==> src/rtl/fcss_pkg.sv <==
// shared types and constants for the fasta cpg site scanner
package fcss_pkg;

    localparam int RecW = 16;
    localparam int ValW = 32;
    localparam int ResDepthDefault = 8;

    localparam logic [7:0] ChGt = 8'h3E;  // '>'
    localparam logic [7:0] ChNl = 8'h0A;  // newline
    localparam logic [7:0] ChCu = 8'h43;  // 'C'
    localparam logic [7:0] ChCl = 8'h63;  // 'c'
    localparam logic [7:0] ChGu = 8'h47;  // 'G'
    localparam logic [7:0] ChGl = 8'h67;  // 'g'

    localparam logic [ValW-1:0] Sat32 = '1;
    localparam logic [RecW-1:0] Sat16 = '1;

    typedef enum logic {
        KIND_SITE    = 1'b0,
        KIND_SUMMARY = 1'b1
    } kind_t;

    typedef struct packed {
        kind_t            kind;
        logic [RecW-1:0]  record_number;
        logic [ValW-1:0]  value;
        logic [ValW-1:0]  site_count;
        logic             last;
    } result_t;

    typedef struct packed {
        logic first_valid;
        logic second_valid;
    } push_t;

endpackage

==> src/rtl/fcss_scan.sv <==
// record and cpg tracking state with the results each registered byte causes
module fcss_scan (
    input  logic              aclk,
    input  logic              aresetn,
    input  logic              in_valid,
    input  logic [7:0]        in_byte,
    input  logic              in_eof,
    output fcss_pkg::result_t res_first,
    output fcss_pkg::result_t res_second,
    output fcss_pkg::push_t   push
);
    import fcss_pkg::*;

    logic            in_header_reg, in_header_next;
    logic            record_open_reg, record_open_next;
    logic            prev_was_c_reg, prev_was_c_next;
    logic [ValW-1:0] position_reg, position_next;
    logic [ValW-1:0] sites_reg, sites_next;
    logic [RecW-1:0] record_reg, record_next;

    logic    is_nl, is_gt, is_c, is_g;
    logic    a_valid, b_valid;
    result_t res_a, res_b;

    assign is_nl = (in_byte == ChNl);
    assign is_gt = (in_byte == ChGt);
    assign is_c  = (in_byte == ChCu) || (in_byte == ChCl);
    assign is_g  = (in_byte == ChGu) || (in_byte == ChGl);

    always_comb begin
        in_header_next   = in_header_reg;
        record_open_next = record_open_reg;
        prev_was_c_next  = prev_was_c_reg;
        position_next    = position_reg;
        sites_next       = sites_reg;
        record_next      = record_reg;
        a_valid          = 1'b0;
        b_valid          = 1'b0;
        res_a            = '0;
        res_b            = '0;
        if (in_valid) begin
            if (in_header_reg) begin
                if (is_nl) begin
                    in_header_next = 1'b0;
                end
            end else if (is_gt) begin
                if (record_open_reg) begin
                    a_valid             = 1'b1;
                    res_a.kind          = KIND_SUMMARY;
                    res_a.record_number = record_reg;
                    res_a.value         = position_reg;
                    res_a.site_count    = sites_reg;
                    if (record_reg != Sat16) begin
                        record_next = record_reg + RecW'(1);
                    end
                end
                record_open_next = 1'b1;
                in_header_next   = 1'b1;
                prev_was_c_next  = 1'b0;
                position_next    = '0;
                sites_next       = '0;
            end else if (record_open_reg && !is_nl) begin
                if (prev_was_c_reg && is_g) begin
                    a_valid             = 1'b1;
                    res_a.kind          = KIND_SITE;
                    res_a.record_number = record_reg;
                    res_a.value         = position_reg - ValW'(1);
                    res_a.site_count    = '0;
                    if (sites_reg != Sat32) begin
                        sites_next = sites_reg + ValW'(1);
                    end
                end
                prev_was_c_next = is_c;
                if (position_reg != Sat32) begin
                    position_next = position_reg + ValW'(1);
                end
            end
            // end of file: summarise the open record, then back to reset state
            if (in_eof) begin
                if (record_open_next) begin
                    b_valid             = 1'b1;
                    res_b.kind          = KIND_SUMMARY;
                    res_b.record_number = record_next;
                    res_b.value         = position_next;
                    res_b.site_count    = sites_next;
                end
                in_header_next   = 1'b0;
                record_open_next = 1'b0;
                prev_was_c_next  = 1'b0;
                position_next    = '0;
                sites_next       = '0;
                record_next      = '0;
            end
        end
        res_a.last = !b_valid;
        res_b.last = 1'b1;
    end

    always_comb begin
        res_first         = a_valid ? res_a : res_b;
        res_second        = res_b;
        push.first_valid  = a_valid || b_valid;
        push.second_valid = a_valid && b_valid;
    end

    always_ff @(posedge aclk) begin
        if (!aresetn) begin
            in_header_reg   <= 1'b0;
            record_open_reg <= 1'b0;
            prev_was_c_reg  <= 1'b0;
            position_reg    <= '0;
            sites_reg       <= '0;
            record_reg      <= '0;
        end else begin
            in_header_reg   <= in_header_next;
            record_open_reg <= record_open_next;
            prev_was_c_reg  <= prev_was_c_next;
            position_reg    <= position_next;
            sites_reg       <= sites_next;
            record_reg      <= record_next;
        end
    end

endmodule

==> src/rtl/fcss_rq.sv <==
// result queue taking up to two words a cycle and giving one
module fcss_rq #(
    parameter int Depth = fcss_pkg::ResDepthDefault
) (
    input  logic                        aclk,
    input  logic                        aresetn,
    input  fcss_pkg::push_t             push,
    input  fcss_pkg::result_t           d_first,
    input  fcss_pkg::result_t           d_second,
    input  logic                        pop,
    output fcss_pkg::result_t           head,
    output logic                        head_valid,
    output logic [$clog2(Depth+1)-1:0]  count
);
    import fcss_pkg::*;

    localparam int PtrW = $clog2(Depth);
    localparam int CntW = $clog2(Depth + 1);

    result_t         slots [Depth];
    logic [PtrW-1:0] wr_ptr_reg, wr_ptr_next, wr_ptr_inc;
    logic [PtrW-1:0] rd_ptr_reg, rd_ptr_next;
    logic [CntW-1:0] count_reg, count_next;

    function automatic logic [PtrW-1:0] ptr_inc(input logic [PtrW-1:0] p);
        ptr_inc = (p == PtrW'(Depth - 1)) ? '0 : p + PtrW'(1);
    endfunction

    assign wr_ptr_inc = ptr_inc(wr_ptr_reg);

    always_comb begin
        wr_ptr_next = wr_ptr_reg;
        if (push.second_valid) begin
            wr_ptr_next = ptr_inc(wr_ptr_inc);
        end else if (push.first_valid) begin
            wr_ptr_next = wr_ptr_inc;
        end
        rd_ptr_next = pop ? ptr_inc(rd_ptr_reg) : rd_ptr_reg;
        count_next  = count_reg + CntW'(push.first_valid) + CntW'(push.second_valid)
                      - CntW'(pop);
    end

    always_ff @(posedge aclk) begin
        if (push.first_valid) begin
            slots[wr_ptr_reg] <= d_first;
        end
        if (push.second_valid) begin
            slots[wr_ptr_inc] <= d_second;
        end
    end

    always_ff @(posedge aclk) begin
        if (!aresetn) begin
            wr_ptr_reg <= '0;
            rd_ptr_reg <= '0;
            count_reg  <= '0;
        end else begin
            wr_ptr_reg <= wr_ptr_next;
            rd_ptr_reg <= rd_ptr_next;
            count_reg  <= count_next;
        end
    end

    assign head       = slots[rd_ptr_reg];
    assign head_valid = (count_reg != '0);
    assign count      = count_reg;

endmodule

==> src/rtl/fasta_cpg_site_scanner_core.sv <==
// Scans a FASTA byte stream, one byte per word, and reports CpG sites and
// per-record summaries (index, sequence length, CpG count). A byte is taken
// every cycle while the result queue has room for two words from the byte in
// flight and two from the byte being offered; s_tready is low during reset. A
// result word goes through the input register, then the queue write, before
// it shows on m_tvalid. A byte makes at most two result words and the output
// side moves one word a cycle, so sustained input is one byte per cycle when
// output is never stalled and no more than one word per byte is produced on
// average; the queue holds ResDepth words.
module fasta_cpg_site_scanner_core #(
    parameter int ResDepth = fcss_pkg::ResDepthDefault
) (
    input  logic        aclk,
    input  logic        aresetn,
    input  logic        s_tvalid,
    output logic        s_tready,
    input  logic [7:0]  s_tdata,   // [7:0] in_byte
    input  logic        s_tlast,   // end_of_file
    output logic        m_tvalid,
    input  logic        m_tready,
    output logic [79:0] m_tdata,   // [15:0] record_number, [47:16] value, [79:48] site_count
    output logic        m_tuser,   // kind
    output logic        m_tlast    // last
);
    import fcss_pkg::*;

    localparam int CntW = $clog2(ResDepth + 1);
    localparam int SumW = CntW + 2;

    logic            in_valid_reg;
    logic [7:0]      in_byte_reg;
    logic            in_eof_reg;
    result_t         res_first, res_second, head;
    push_t           push;
    logic            head_valid;
    logic [CntW-1:0] count;
    logic [SumW-1:0] need;

    // room for an in-flight byte and the one being offered
    assign need     = SumW'(count) + (in_valid_reg ? SumW'(4) : SumW'(2));
    assign s_tready = aresetn && (need <= SumW'(ResDepth));

    always_ff @(posedge aclk) begin
        if (!aresetn) begin
            in_valid_reg <= 1'b0;
        end else begin
            in_valid_reg <= s_tvalid && s_tready;
        end
    end

    always_ff @(posedge aclk) begin
        if (s_tvalid && s_tready) begin
            in_byte_reg <= s_tdata;
            in_eof_reg  <= s_tlast;
        end
    end

    fcss_scan u_scan (
        .aclk       (aclk),
        .aresetn    (aresetn),
        .in_valid   (in_valid_reg),
        .in_byte    (in_byte_reg),
        .in_eof     (in_eof_reg),
        .res_first  (res_first),
        .res_second (res_second),
        .push       (push)
    );

    fcss_rq #(
        .Depth (ResDepth)
    ) u_rq (
        .aclk       (aclk),
        .aresetn    (aresetn),
        .push       (push),
        .d_first    (res_first),
        .d_second   (res_second),
        .pop        (head_valid && m_tready),
        .head       (head),
        .head_valid (head_valid),
        .count      (count)
    );

    assign m_tvalid = head_valid;
    assign m_tdata  = {head.site_count, head.value, head.record_number};
    assign m_tuser  = head.kind;
    assign m_tlast  = head.last;

endmodule

==> config.mk <==
export PLATFORM = sky130hd
export DESIGN_NAME = fasta_cpg_site_scanner_core
export DESIGN_NICKNAME = d
export VERILOG_FILES = /design/src/rtl/fcss_pkg.sv /design/src/rtl/fcss_scan.sv /design/src/rtl/fcss_rq.sv /design/src/rtl/fasta_cpg_site_scanner_core.sv
export SDC_FILE = /design/constraint.sdc
export NUM_CORES = 1
export LEC_CHECK = 0
export BUFFER_PORTS_ARGS = -buffer_cell sky130_fd_sc_hd__buf_4
export CAP_MARGIN = 20
export CELL_PAD_IN_SITES_DETAIL_PLACEMENT = 1
export CELL_PAD_IN_SITES_GLOBAL_PLACEMENT = 2
export CORE_UTILIZATION = 25
export CTS_BUF_LIST = sky130_fd_sc_hd__clkbuf_4 sky130_fd_sc_hd__clkbuf_8
export CTS_CLUSTER_SIZE = 25
export DETAILED_ROUTE_END_ITERATION = 12
export PLACE_DENSITY_LB_ADDON = 0.12
export SYNTH_ARGS = -nofsm -noshare
export SYNTH_HDL_FRONTEND = slang
export SYNTH_HIERARCHICAL = 1
export SYNTH_SLANG_ARGS = --single-unit
==> constraint.sdc <==
create_clock -name aclk -period 20.2 [get_ports aclk]
set_input_delay 6.06 -clock aclk [delete_from_list [all_inputs] [get_ports aclk]]
set_output_delay 6.06 -clock aclk [all_outputs]
set_load 0.1 [all_outputs]
==> flow_metrics.env, run 1 <==
export IMPL_cts_resized=0
export IMPL_critPathMaxStageDelay_ns=0.32
export IMPL_routed_via_density=4.97
export IMPL_max_slew_margin_pct=24.1
export IMPL_dieArea_um2=168000
export IMPL_syn_inst=2971
export IMPL_drv_slew=0
export IMPL_instances_no_fill=5376
export IMPL_globalplace_congestion=0.753
export IMPL_core_area_um2=165000
export IMPL_pin_count=97
export IMPL_nets=3095
export IMPL_grt_max_degree=83
export IMPL_dp_hpwl_mm=85.4
export IMPL_synth_seq_cells=762
export IMPL_cts_tree="yes"
export IMPL_rows=149
export IMPL_ys_types=85
export IMPL_area_growth_pct=14.2
export IMPL_syn_num_nets=3005
export IMPL_grt_pass1_vias=29800
export IMPL_finClkSkew_ns=0.0546
export IMPL_setup_viol_count_final=0
export IMPL_top_layer="met4"
export IMPL_clkTransAtPathRegs_ns=0.05
export IMPL_hold_slack_ns=0.524
export IMPL_wl_met1_mm=66.5
export IMPL_drt_pass1_iterations=9
export IMPL_period_share_pct=64.6
export IMPL_tns_ns=0
export IMPL_clockBufferDepth=3
export IMPL_cp_end_kind="output port"
export IMPL_irDropWorstVdd_uv=89.8
export IMPL_synth_async_reset_ratio_pct=0
export IMPL_crit_fanout=18
export IMPL_worstSetupStartpointType="input port"
export IMPL_wire_per_inst_um=27.5
export IMPL_path_class="input port to output port"
export IMPL_grt_usage_pct=17.4
export IMPL_postCtsSetupBuffers=0
export IMPL_synth_avg_cell_area_um2=14.0
export IMPL_hp_class="register to register"
export IMPL_drt_total_wl_mm=148
export IMPL_ctsHoldBuffers=0
export IMPL_portBuffers=96
export IMPL_initial_core_util_pct=25.2
export IMPL_die_y_um=410
export IMPL_insertion_delay_ns=0.87
export IMPL_status="finished with violations"
export IMPL_cts_buffers_inserted=154
export IMPL_grt_pass1_wl_mm=212
export IMPL_met2_length_mm=73.0
export IMPL_reg2regPathDepth=10
export IMPL_min_period_ns=13.05
export IMPL_cts_root_buf="clkbuf_8"
export IMPL_synth_area_um2=41600
export IMPL_min_path_cells=2
export IMPL_synth_edf_count=665
export IMPL_cp_num_buf_inv=2
export IMPL_drive_gt1_share_pct=42.2
export IMPL_r2r_slack_ns=14.90
export IMPL_via_count=26700
export IMPL_dp_cells=5092
export IMPL_cap_violations=0
export IMPL_worst_pin_slew_ns=1.13
export IMPL_ys_seq_area_share_pct=52.6
export IMPL_violations="design-rule violations"
export IMPL_cp_required_ns=14.14
export IMPL_rsz0062_at_grt="no"
export IMPL_first_iter_violations=1605
export IMPL_cp_top_family="buffers and inverters"
export IMPL_synth_ff_type="edfxtp_1"
export IMPL_cts_htree_levels=4
export IMPL_power_density_nw_per_um2=86.1
export IMPL_path_cells="buf_4 -> o21ai_1 -> nor2_1 -> buf_4"
export IMPL_die_w_um=410
export IMPL_ant_nets=0
export IMPL_yosysWarnings=6
export IMPL_crit_top_cell="buf_4"
export IMPL_largest_reg_flops=656
export IMPL_clock_sinks=762
export IMPL_final_hold_viol_count=0
export IMPL_worst_path_stages=4
export IMPL_antenna_found_initial=1
export IMPL_p_leak_nw=15.3
export IMPL_dr_wl_met3_mm=4.89
export IMPL_drc=12
export IMPL_worstPathArrival_ns=6.99
export IMPL_worst_path_max_delay_cell="buf_4"
export IMPL_grt_overflow_total=0
export IMPL_fmax_ghz=0.0766
==> final cells by class <==
class	instances	area [um^2]
well taps	2189	2740
fillers	17600	118000
diodes	2	5.00
multi-input cells	1939	18500
flip-flops and latches	762	21900
clock inverters	68	434
inverters	39	146
clock buffers	212	2560
repair buffers	165	1260
==> kinds of logic (layout without fill, tap and decap cells) <==
logic type                 count (synthesis)  after routing  synth area share (%)
muxes                                    911            911                  29.1
adders and majority gates                 21             21                 0.685
and+or+nand+nor                          610            610                  7.70
AOI/OAI and AO/OA                        323            323                  4.89
xor gates and xnor gates                  73             73                  1.54
DFF                                      762            762                  52.6
other                                      1              3               0.00901
buffers and inverters                    270            484                  3.47
==> Yosys cell counts, drive strengths merged (25+ instances only) <==
cell / instances / area [um^2]
xor2: 36 / 315
a21oi: 67 / 335
xnor2: 37 / 324
nor3: 43 / 240
o31ai: 25 / 188
clkbuf: 106 / 400
nor2: 155 / 587
dfxtp: 97 / 1940
nand3: 64 / 325
nand4: 35 / 219
inv: 38 / 143
a31oi: 44 / 275
mux2: 740 / 8330
nand2: 119 / 447
or3: 29 / 181
nor2b: 45 / 282
buf: 125 / 897
o21ai: 91 / 455
edfxtp: 665 / 20000
mux4: 164 / 3690
==> through the flow <==
stage / total power [mW] / utilization (%) / setup slack, ns / area, um^2
3_5_place_dp: 2.56 / 26.9 / 7.11 / 44500
6_report: 4.09 / 28.8 / 7.15 / 47500
4_1_cts: 4.18 / 28.8 / 7.11 / 47500
2_1_floorplan: 2.37 / - / 6.74 / 41600
3_3_place_gp: 2.56 / 26.9 / 7.12 / 44500
5_1_grt: 4.26 / 28.8 / 7.06 / 47500
==> per-layer routing <==
metal	GRT usage, %	up-vias
met4	5.03	0
met1	22.5	14100
met3	2.66	239
met5	0	-
met2	30.0	511
li1	-	11800
==> final timing paths <==
| check | startpoint | endpoint |
|---|---|---|
| worst min-delay path | u_scan/prev_was_c_reg$_SDFFE_PN0P_ | u_scan/prev_was_c_reg$_SDFFE_PN0P_ |
| worst max-delay path | aresetn | s_tready |
| worst min register to register | u_scan/prev_was_c_reg$_SDFFE_PN0P_ | u_scan/prev_was_c_reg$_SDFFE_PN0P_ |
| worst max register to register | in_byte_reg[0]$_DFFE_PP_ | u_rq/slots[7][23]$_DFFE_PP_ |
==> where the power goes <==
part	total (mW)	switching, mW	internal [mW]	leakage (nW)
logic	0.773	0.544	0.228	7.38
clock network	1.58	0.731	0.852	1.59
registers	1.74	0.0379	1.70	6.36
==> cells in the final DEF, fill, tap and decap left out, drive strengths merged, types with 8 or more instances in the layout <==
master / Yosys / final
a21o: 8 / 8
a21oi: 67 / 67
a31oi: 44 / 44
and2: 15 / 15
and3: 18 / 18
and4: 12 / 12
buf: 125 / 164
clkbuf: 106 / 213
clkinv: 1 / 54
dfxtp: 97 / 97
edfxtp: 665 / 665
ha: 18 / 18
inv: 38 / 47
mux2: 740 / 740
mux4: 164 / 164
nand2: 119 / 119
nand3: 64 / 64
nand4: 35 / 35
nor2: 155 / 155
nor2b: 45 / 45
nor3: 43 / 43
nor3b: 9 / 9
nor4: 18 / 18
o21ai: 91 / 91
o22ai: 16 / 16
o31ai: 25 / 25
or3: 29 / 29
or4: 12 / 12
xnor2: 37 / 37
xor2: 36 / 36
==> worst reg2reg max path, stage by stage, from the launching register on <==
cell and delay (ns):
edfxtp_1 0.47, or3b_2 0.58, nor3_2 0.50, o21ai_1 0.15, buf_4 0.25, o21a_1 0.50, inv_1 0.41, nand3_1 0.19
nand2_4 0.56, buf_4 0.60, buf_4 0.69
(Power assumes the default switching activity.)
==> run 2: changes to the inputs <==
Settings changed: ABC_AREA set to 1.
Clock period 20.2 ns to 10.8 ns, I/O delays scaled along.
==> flow_metrics.env, run 2 <==
export IMPL_rows=157
export IMPL_setup_viol_count_final=0
export IMPL_rsz0062_at_grt="no"
export IMPL_dp_slack_ns=3.57
export IMPL_crit_fanout=44
export IMPL_postCtsSetupBuffers=0
export IMPL_yosys_area_top_type_share_pct=43.4
export IMPL_final_hold_viol_count=0
export IMPL_area_growth_pct=12.8
export IMPL_die_y_um=431
export IMPL_grtUsageMet1_pct=27.8
export IMPL_hold_slack_ns=0.486
export IMPL_cp_required_ns=11.34
export IMPL_fmax_ghz=0.138
export IMPL_hp_class="register to register"
export IMPL_utilization_pct=28.4
export IMPL_tns_ns=0
export IMPL_p_leak_nw=22.3
export IMPL_drv_slew=0
export IMPL_postLayoutCellArea_um2=51900
export IMPL_drt_pass1_iterations=5
export IMPL_clockBufferDepth=3
export IMPL_syn_inst=6406
export IMPL_dp_cells=8603
export IMPL_synth_top_area_cell="edfxtp_1"
export IMPL_ys_top_cells_by_area="edfxtp_1 (43%), nand2_1 (21%), inv_1 (7.7%)"
export IMPL_final_common_cell="nand2_1"
export IMPL_final_cell_mix="nand2_1 (2555), inv_1 (941), edfxtp_1 (665)"
export IMPL_synth_area_um2=46100
export IMPL_grt_pass1_vias=41800
export IMPL_globalplace_congestion=0.829
export IMPL_cts_htree_levels=4
export IMPL_portBuffers=96
export IMPL_synth_seq_cells=762
export IMPL_grt_max_degree=166
export IMPL_cts_root_buf="clkbuf_8"
export IMPL_insertion_delay_ns=0.95
export IMPL_clkTransAtPathRegs_ns=0.06
export IMPL_ys_seq_area_share_pct=47.6
export IMPL_initial_core_util_pct=25.2
export IMPL_cap_violations=0
export IMPL_grt_pass1_wl_mm=282
export IMPL_cts_resized=0
export IMPL_synth_most_common_cell="nand2_1"
export IMPL_place_area_um2=48700
export IMPL_via_count=41000
export IMPL_ys_types=50
export IMPL_register_area_um2=21900
export IMPL_core_area_um2=183000
export IMPL_grt_overflow_total=0
export IMPL_clock_sinks=762
export IMPL_worst_pin_slew_ns=1.06
export IMPL_drive_gt1_share_pct=8.58
export IMPL_die_w_um=431
export IMPL_power_density_nw_per_um2=177
export IMPL_status="finished clean"
export IMPL_grt_usage_pct=20.5
export IMPL_pin_count=97
export IMPL_synth_ff_type="edfxtp_1"
export IMPL_period_share_pct=66.9
export IMPL_routed_via_density=4.61
export IMPL_irDropWorstVdd_uv=165
export IMPL_setup_ws_ns=3.57
export IMPL_nets=6337
export IMPL_instances_no_fill=8899
export IMPL_grt_busiest_layer="met2"
export IMPL_ctsHoldBuffers=0
export IMPL_syn_num_nets=6440
export IMPL_p_total_mw=9.20
export IMPL_finClkSkew_ns=0.0586
export IMPL_wire_per_inst_um=21.4
export IMPL_multiInputGateArea_um2=18700
export IMPL_cts_tree="yes"
export IMPL_drt_total_wl_mm=190
export IMPL_cp_end_kind="register"
export IMPL_fill_cells=22200
export IMPL_worstPathArrival_ns=7.77
export IMPL_path_class="register to register"
export IMPL_synth_avg_cell_area_um2=7.19
export IMPL_min_period_ns=7.23
export IMPL_drc=0
export IMPL_cts_buffers_inserted=157
export IMPL_yosysWarnings=6
export IMPL_first_iter_violations=2147
export IMPL_ys_top_cells_by_count="nand2_1 (2561), inv_1 (944), edfxtp_1 (665)"
export IMPL_synth_async_reset_ratio_pct=0
export IMPL_grt_use_met2_pct=34.6
export IMPL_largest_reg_flops=656
export IMPL_use_met3_pct=2.65
export IMPL_max_slew_margin_pct=29.3
export IMPL_ant_nets=0
export IMPL_dp_hpwl_mm=116
export IMPL_synth_edf_count=665
export IMPL_antenna_found_initial=4
export IMPL_worstSetupStartpointType="register"
export IMPL_dieArea_um2=186000
==> run 2: changes by cell type after synthesis, moves of 72 or more <==
| cell | previous run | this run |
|---|---|---|
| nand2_1 | 119 | 2561 |
| o21ai_0 | 87 | 565 |
| mux2_2 | 718 | 0 |
| mux4_2 | 164 | 0 |
| inv_1 | 38 | 944 |
| nand3_1 | 63 | 509 |
| clkbuf_1 | 104 | 176 |
| buf_2 | 48 | 196 |
==> run 2: worst paths after layout <==
| kind | slack [ns] | endpoint | startpoint | depth (start not counted) |
|---|---|---|---|---|
| max | 3.57 | u_rq/slots[4][30]$_DFFE_PP_ | in_byte_reg[4]$_DFFE_PP_ | 16 |
| min | 0.49 | u_scan/record_reg[9]$_SDFFE_PN0P_ | u_scan/record_reg[9]$_SDFFE_PN0P_ | 2 |
| max reg2reg | 3.57 | u_rq/slots[4][30]$_DFFE_PP_ | in_byte_reg[4]$_DFFE_PP_ | 16 |
| min reg2reg | 0.49 | u_scan/record_reg[9]$_SDFFE_PN0P_ | u_scan/record_reg[9]$_SDFFE_PN0P_ | 2 |
==> run 2: worst max-delay path, stage by stage (launching register included) <==
cell,delay (ns)
edfxtp_1,0.38
inv_1,0.09
nand3_1,0.10
nor2_1,0.19
nand2_2,0.27
nor2_8,0.17
buf_4,0.37
inv_2,0.32
a21oi_2,0.79
inv_2,0.53
nor2_1,0.92
inv_1,0.20
nor2_2,0.42
nand2_4,0.44
o21ai_4,0.19
buf_4,0.69
buf_4,0.60
==> run 2: layout make-up <==
type,count,area share [%]
Inverter,954,6.93
Sequential cell,762,42.2
Tap cell,2464,5.94
Antenna cell,3,0.0145
Multi-Input combinational cell,4242,36.0
Timing Repair Buffer,186,2.82
Clock inverter,59,0.817
Clock buffer,229,5.29
==> run 2: cell families (layout without fill, tap and decap cells) <==
group	count (synthesis)	in the layout	share of synthesized area [%]
simple gates	3481	3481	31.1
flops	762	762	47.6
compound gates	718	718	7.98
xor+xnor	21	21	0.399
other cells	1	4	0.00814
fa+ha+maj	21	21	0.619
buf+inv	1402	1428	12.3
==> run 2: routing by layer <==
| layer | share of wire, % | vias to the layer above |
|---|---|---|
| li1 | - | 20000 |
| met4 | 1.6 | 0 |
| met5 | 0 | - |
| met2 | 48 | 528 |
| met1 | 48 | 20300 |
| met3 | 3.1 | 200 |
==> run 2: where the power goes <==
group          total (mW)  internal, mW  switching (mW)
clock                3.19          1.75            1.44
combinational        2.78         0.492            2.28
sequential           3.24          3.18          0.0567
total                9.20          5.42            3.78
==> run 3: changes to the inputs <==
Clock period 10.8 ns to 6.8 ns, I/O delays scaled along.
==> flow_metrics.env, run 3 (synthesis gave the netlist of run 2 again) <==
export IMPL_status="finished clean"
export IMPL_fmax_ghz=0.181
export IMPL_path_class="register to output port"
export IMPL_ant_nets=0
export IMPL_routed_via_density=4.59
export IMPL_drt_pass1_iterations=5
export IMPL_cp_required_ns=4.76
export IMPL_initial_core_util_pct=25.2
export IMPL_r2r_slack_ns=2.26
export IMPL_setup_ws_ns=1.28
export IMPL_r2r_start="in_byte_reg[0]$_DFFE_PP_"
export IMPL_fill_cells=22300
export IMPL_cts_buffers_inserted=159
export IMPL_r2r_end="u_rq/slots[5][54]$_DFFE_PP_"
export IMPL_insertion_delay_ns=0.93
export IMPL_postCtsSetupBuffers=0
export IMPL_min_period_ns=5.52
export IMPL_min_path_cells=2
export IMPL_grt_overflow_total=0
export IMPL_globalplace_congestion=0.848
export IMPL_cp_end_kind="output port"
export IMPL_rsz0062_at_grt="no"
export IMPL_power_density_nw_per_um2=282
export IMPL_rows=157
export IMPL_setup_viol_count_final=0
export IMPL_cap_violations=0
export IMPL_reg2regPathDepth=11
export IMPL_crit_fanout=79
export IMPL_period_share_pct=81.1
export IMPL_clockBufferDepth=3
export IMPL_final_hold_viol_count=0
export IMPL_tns_ns=0
export IMPL_dieArea_um2=186000
export IMPL_antenna_found_initial=4
export IMPL_ctsHoldBuffers=0
export IMPL_area_growth_pct=13.1
export IMPL_p_leak_nw=22.0
export IMPL_drc=0
export IMPL_drv_slew=0
export IMPL_worstPathArrival_ns=3.48
export IMPL_clock_sinks=762
export IMPL_hp_class="register to register"
export IMPL_drt_total_wl_mm=195
export IMPL_die_y_um=431
export IMPL_irDropWorstVdd_uv=292
export IMPL_finClkSkew_ns=0.0444
export IMPL_p_total_mw=14.7
export IMPL_via_count=40800
export IMPL_dp_slack_ns=1.98
export IMPL_cts_resized=0
export IMPL_max_slew_margin_pct=18.3
export IMPL_grt_usage_pct=20.9
export IMPL_final_cell_mix="nand2_1 (2555), inv_1 (941), edfxtp_1 (665)"
export IMPL_core_area_um2=183000
export IMPL_pin_count=97
export IMPL_worstSetupStartpointType="register"
export IMPL_grt_pass1_wl_mm=286
export IMPL_drive_gt1_share_pct=8.44
export IMPL_utilization_pct=28.4
export IMPL_wire_per_inst_um=21.9
export IMPL_grt_max_degree=170
export IMPL_cts_htree_levels=4
export IMPL_final_common_cell="nand2_1"
export IMPL_nets=6337
export IMPL_cp_endpoint="m_tdata[28]"
export IMPL_worst_pin_slew_ns=1.23
export IMPL_clkTransAtPathRegs_ns=0.06
export IMPL_portBuffers=96
export IMPL_dp_hpwl_mm=110
export IMPL_die_w_um=431
export IMPL_first_iter_violations=2016
export IMPL_hp_start="u_scan/record_reg[9]$_SDFFE_PN0P_"
export IMPL_largest_reg_flops=656
export IMPL_cts_tree="yes"
export IMPL_grt_pass1_vias=42000
export IMPL_cts_root_buf="clkbuf_8"
run 3: cell count changes in the layout (fill, tap and decap cells not counted), moves of 2 or more:
cell / before / now
clkbuf_4: 68 / 58
clkinv_1: 33 / 41
clkinv_2: 10 / 13
bufinv_16: 5 / 3
buf_2: 3 / 1
buf_4: 174 / 159
inv_6: 8 / 3
buf_12: 6 / 20
buf_16: 0 / 2
clkinvlp_4: 3 / 5
inv_8: 1 / 4
run 3: power by group:
part           total (mW)  leakage, nW  internal [mW]  switching [mW]
logic                4.59         13.6          0.854            3.74
registers            5.12         6.70           5.05          0.0664
clock network        4.97         1.63           2.67            2.30
total                14.7         22.0           8.57            6.10
run 3: per-stage QoR:
stage,hold slack [ns],instances,area [um^2]
6_report,0.495,8899,52100
5_1_grt,0.517,8897,52100
4_1_cts,0.491,8891,52000
3_5_place_dp,0.481,8602,48900
3_3_place_gp,0.470,8594,48800
2_1_floorplan,0.456,6406,46100
run 3: worst max-delay path, stage by stage (launching register included):
cell and delay, ns:
dfxtp_4 0.54, inv_8 0.60, buf_12 0.37, nand3_1 0.13, nand2_1 0.08, nand2_1 0.06
nand2_1 0.28, buf_4 0.35
run 3: worst min path at each step:
| stage | end | slack [ns] |
|---|---|---|
| after global routing | u_scan/record_reg[9]$_SDFFE_PN0P_ | 0.52 |
| final | u_scan/record_reg[9]$_SDFFE_PN0P_ | 0.50 |
| after global placement | u_scan/record_reg[9]$_SDFFE_PN0P_ | 0.47 |
| after CTS | u_scan/record_reg[9]$_SDFFE_PN0P_ | 0.49 |
| after floorplan | register | 0.46 |
| after detailed placement | u_scan/record_reg[9]$_SDFFE_PN0P_ | 0.48 |
run 3: per-layer routing:
layer	track usage, %	vias to the layer above	wire length [um]
met5	0	-	0
met4	4.81	0	3290
met3	2.62	188	6410
met2	35.1	592	91700
met1	28.5	20100	93500
li1	-	20000	-
run 3: layout make-up:
type	instances	area (um^2)	share of cell area [%]
sequential	762	21900	42.1
multi-input combinational	4242	18700	35.9
inverter	954	3600	6.91
tap	2464	3080	5.92
clock buffer	221	2690	5.17
timing repair buffer	184	1670	3.21
clock inverter	68	412	0.791
antenna	4	10.0	0.0192
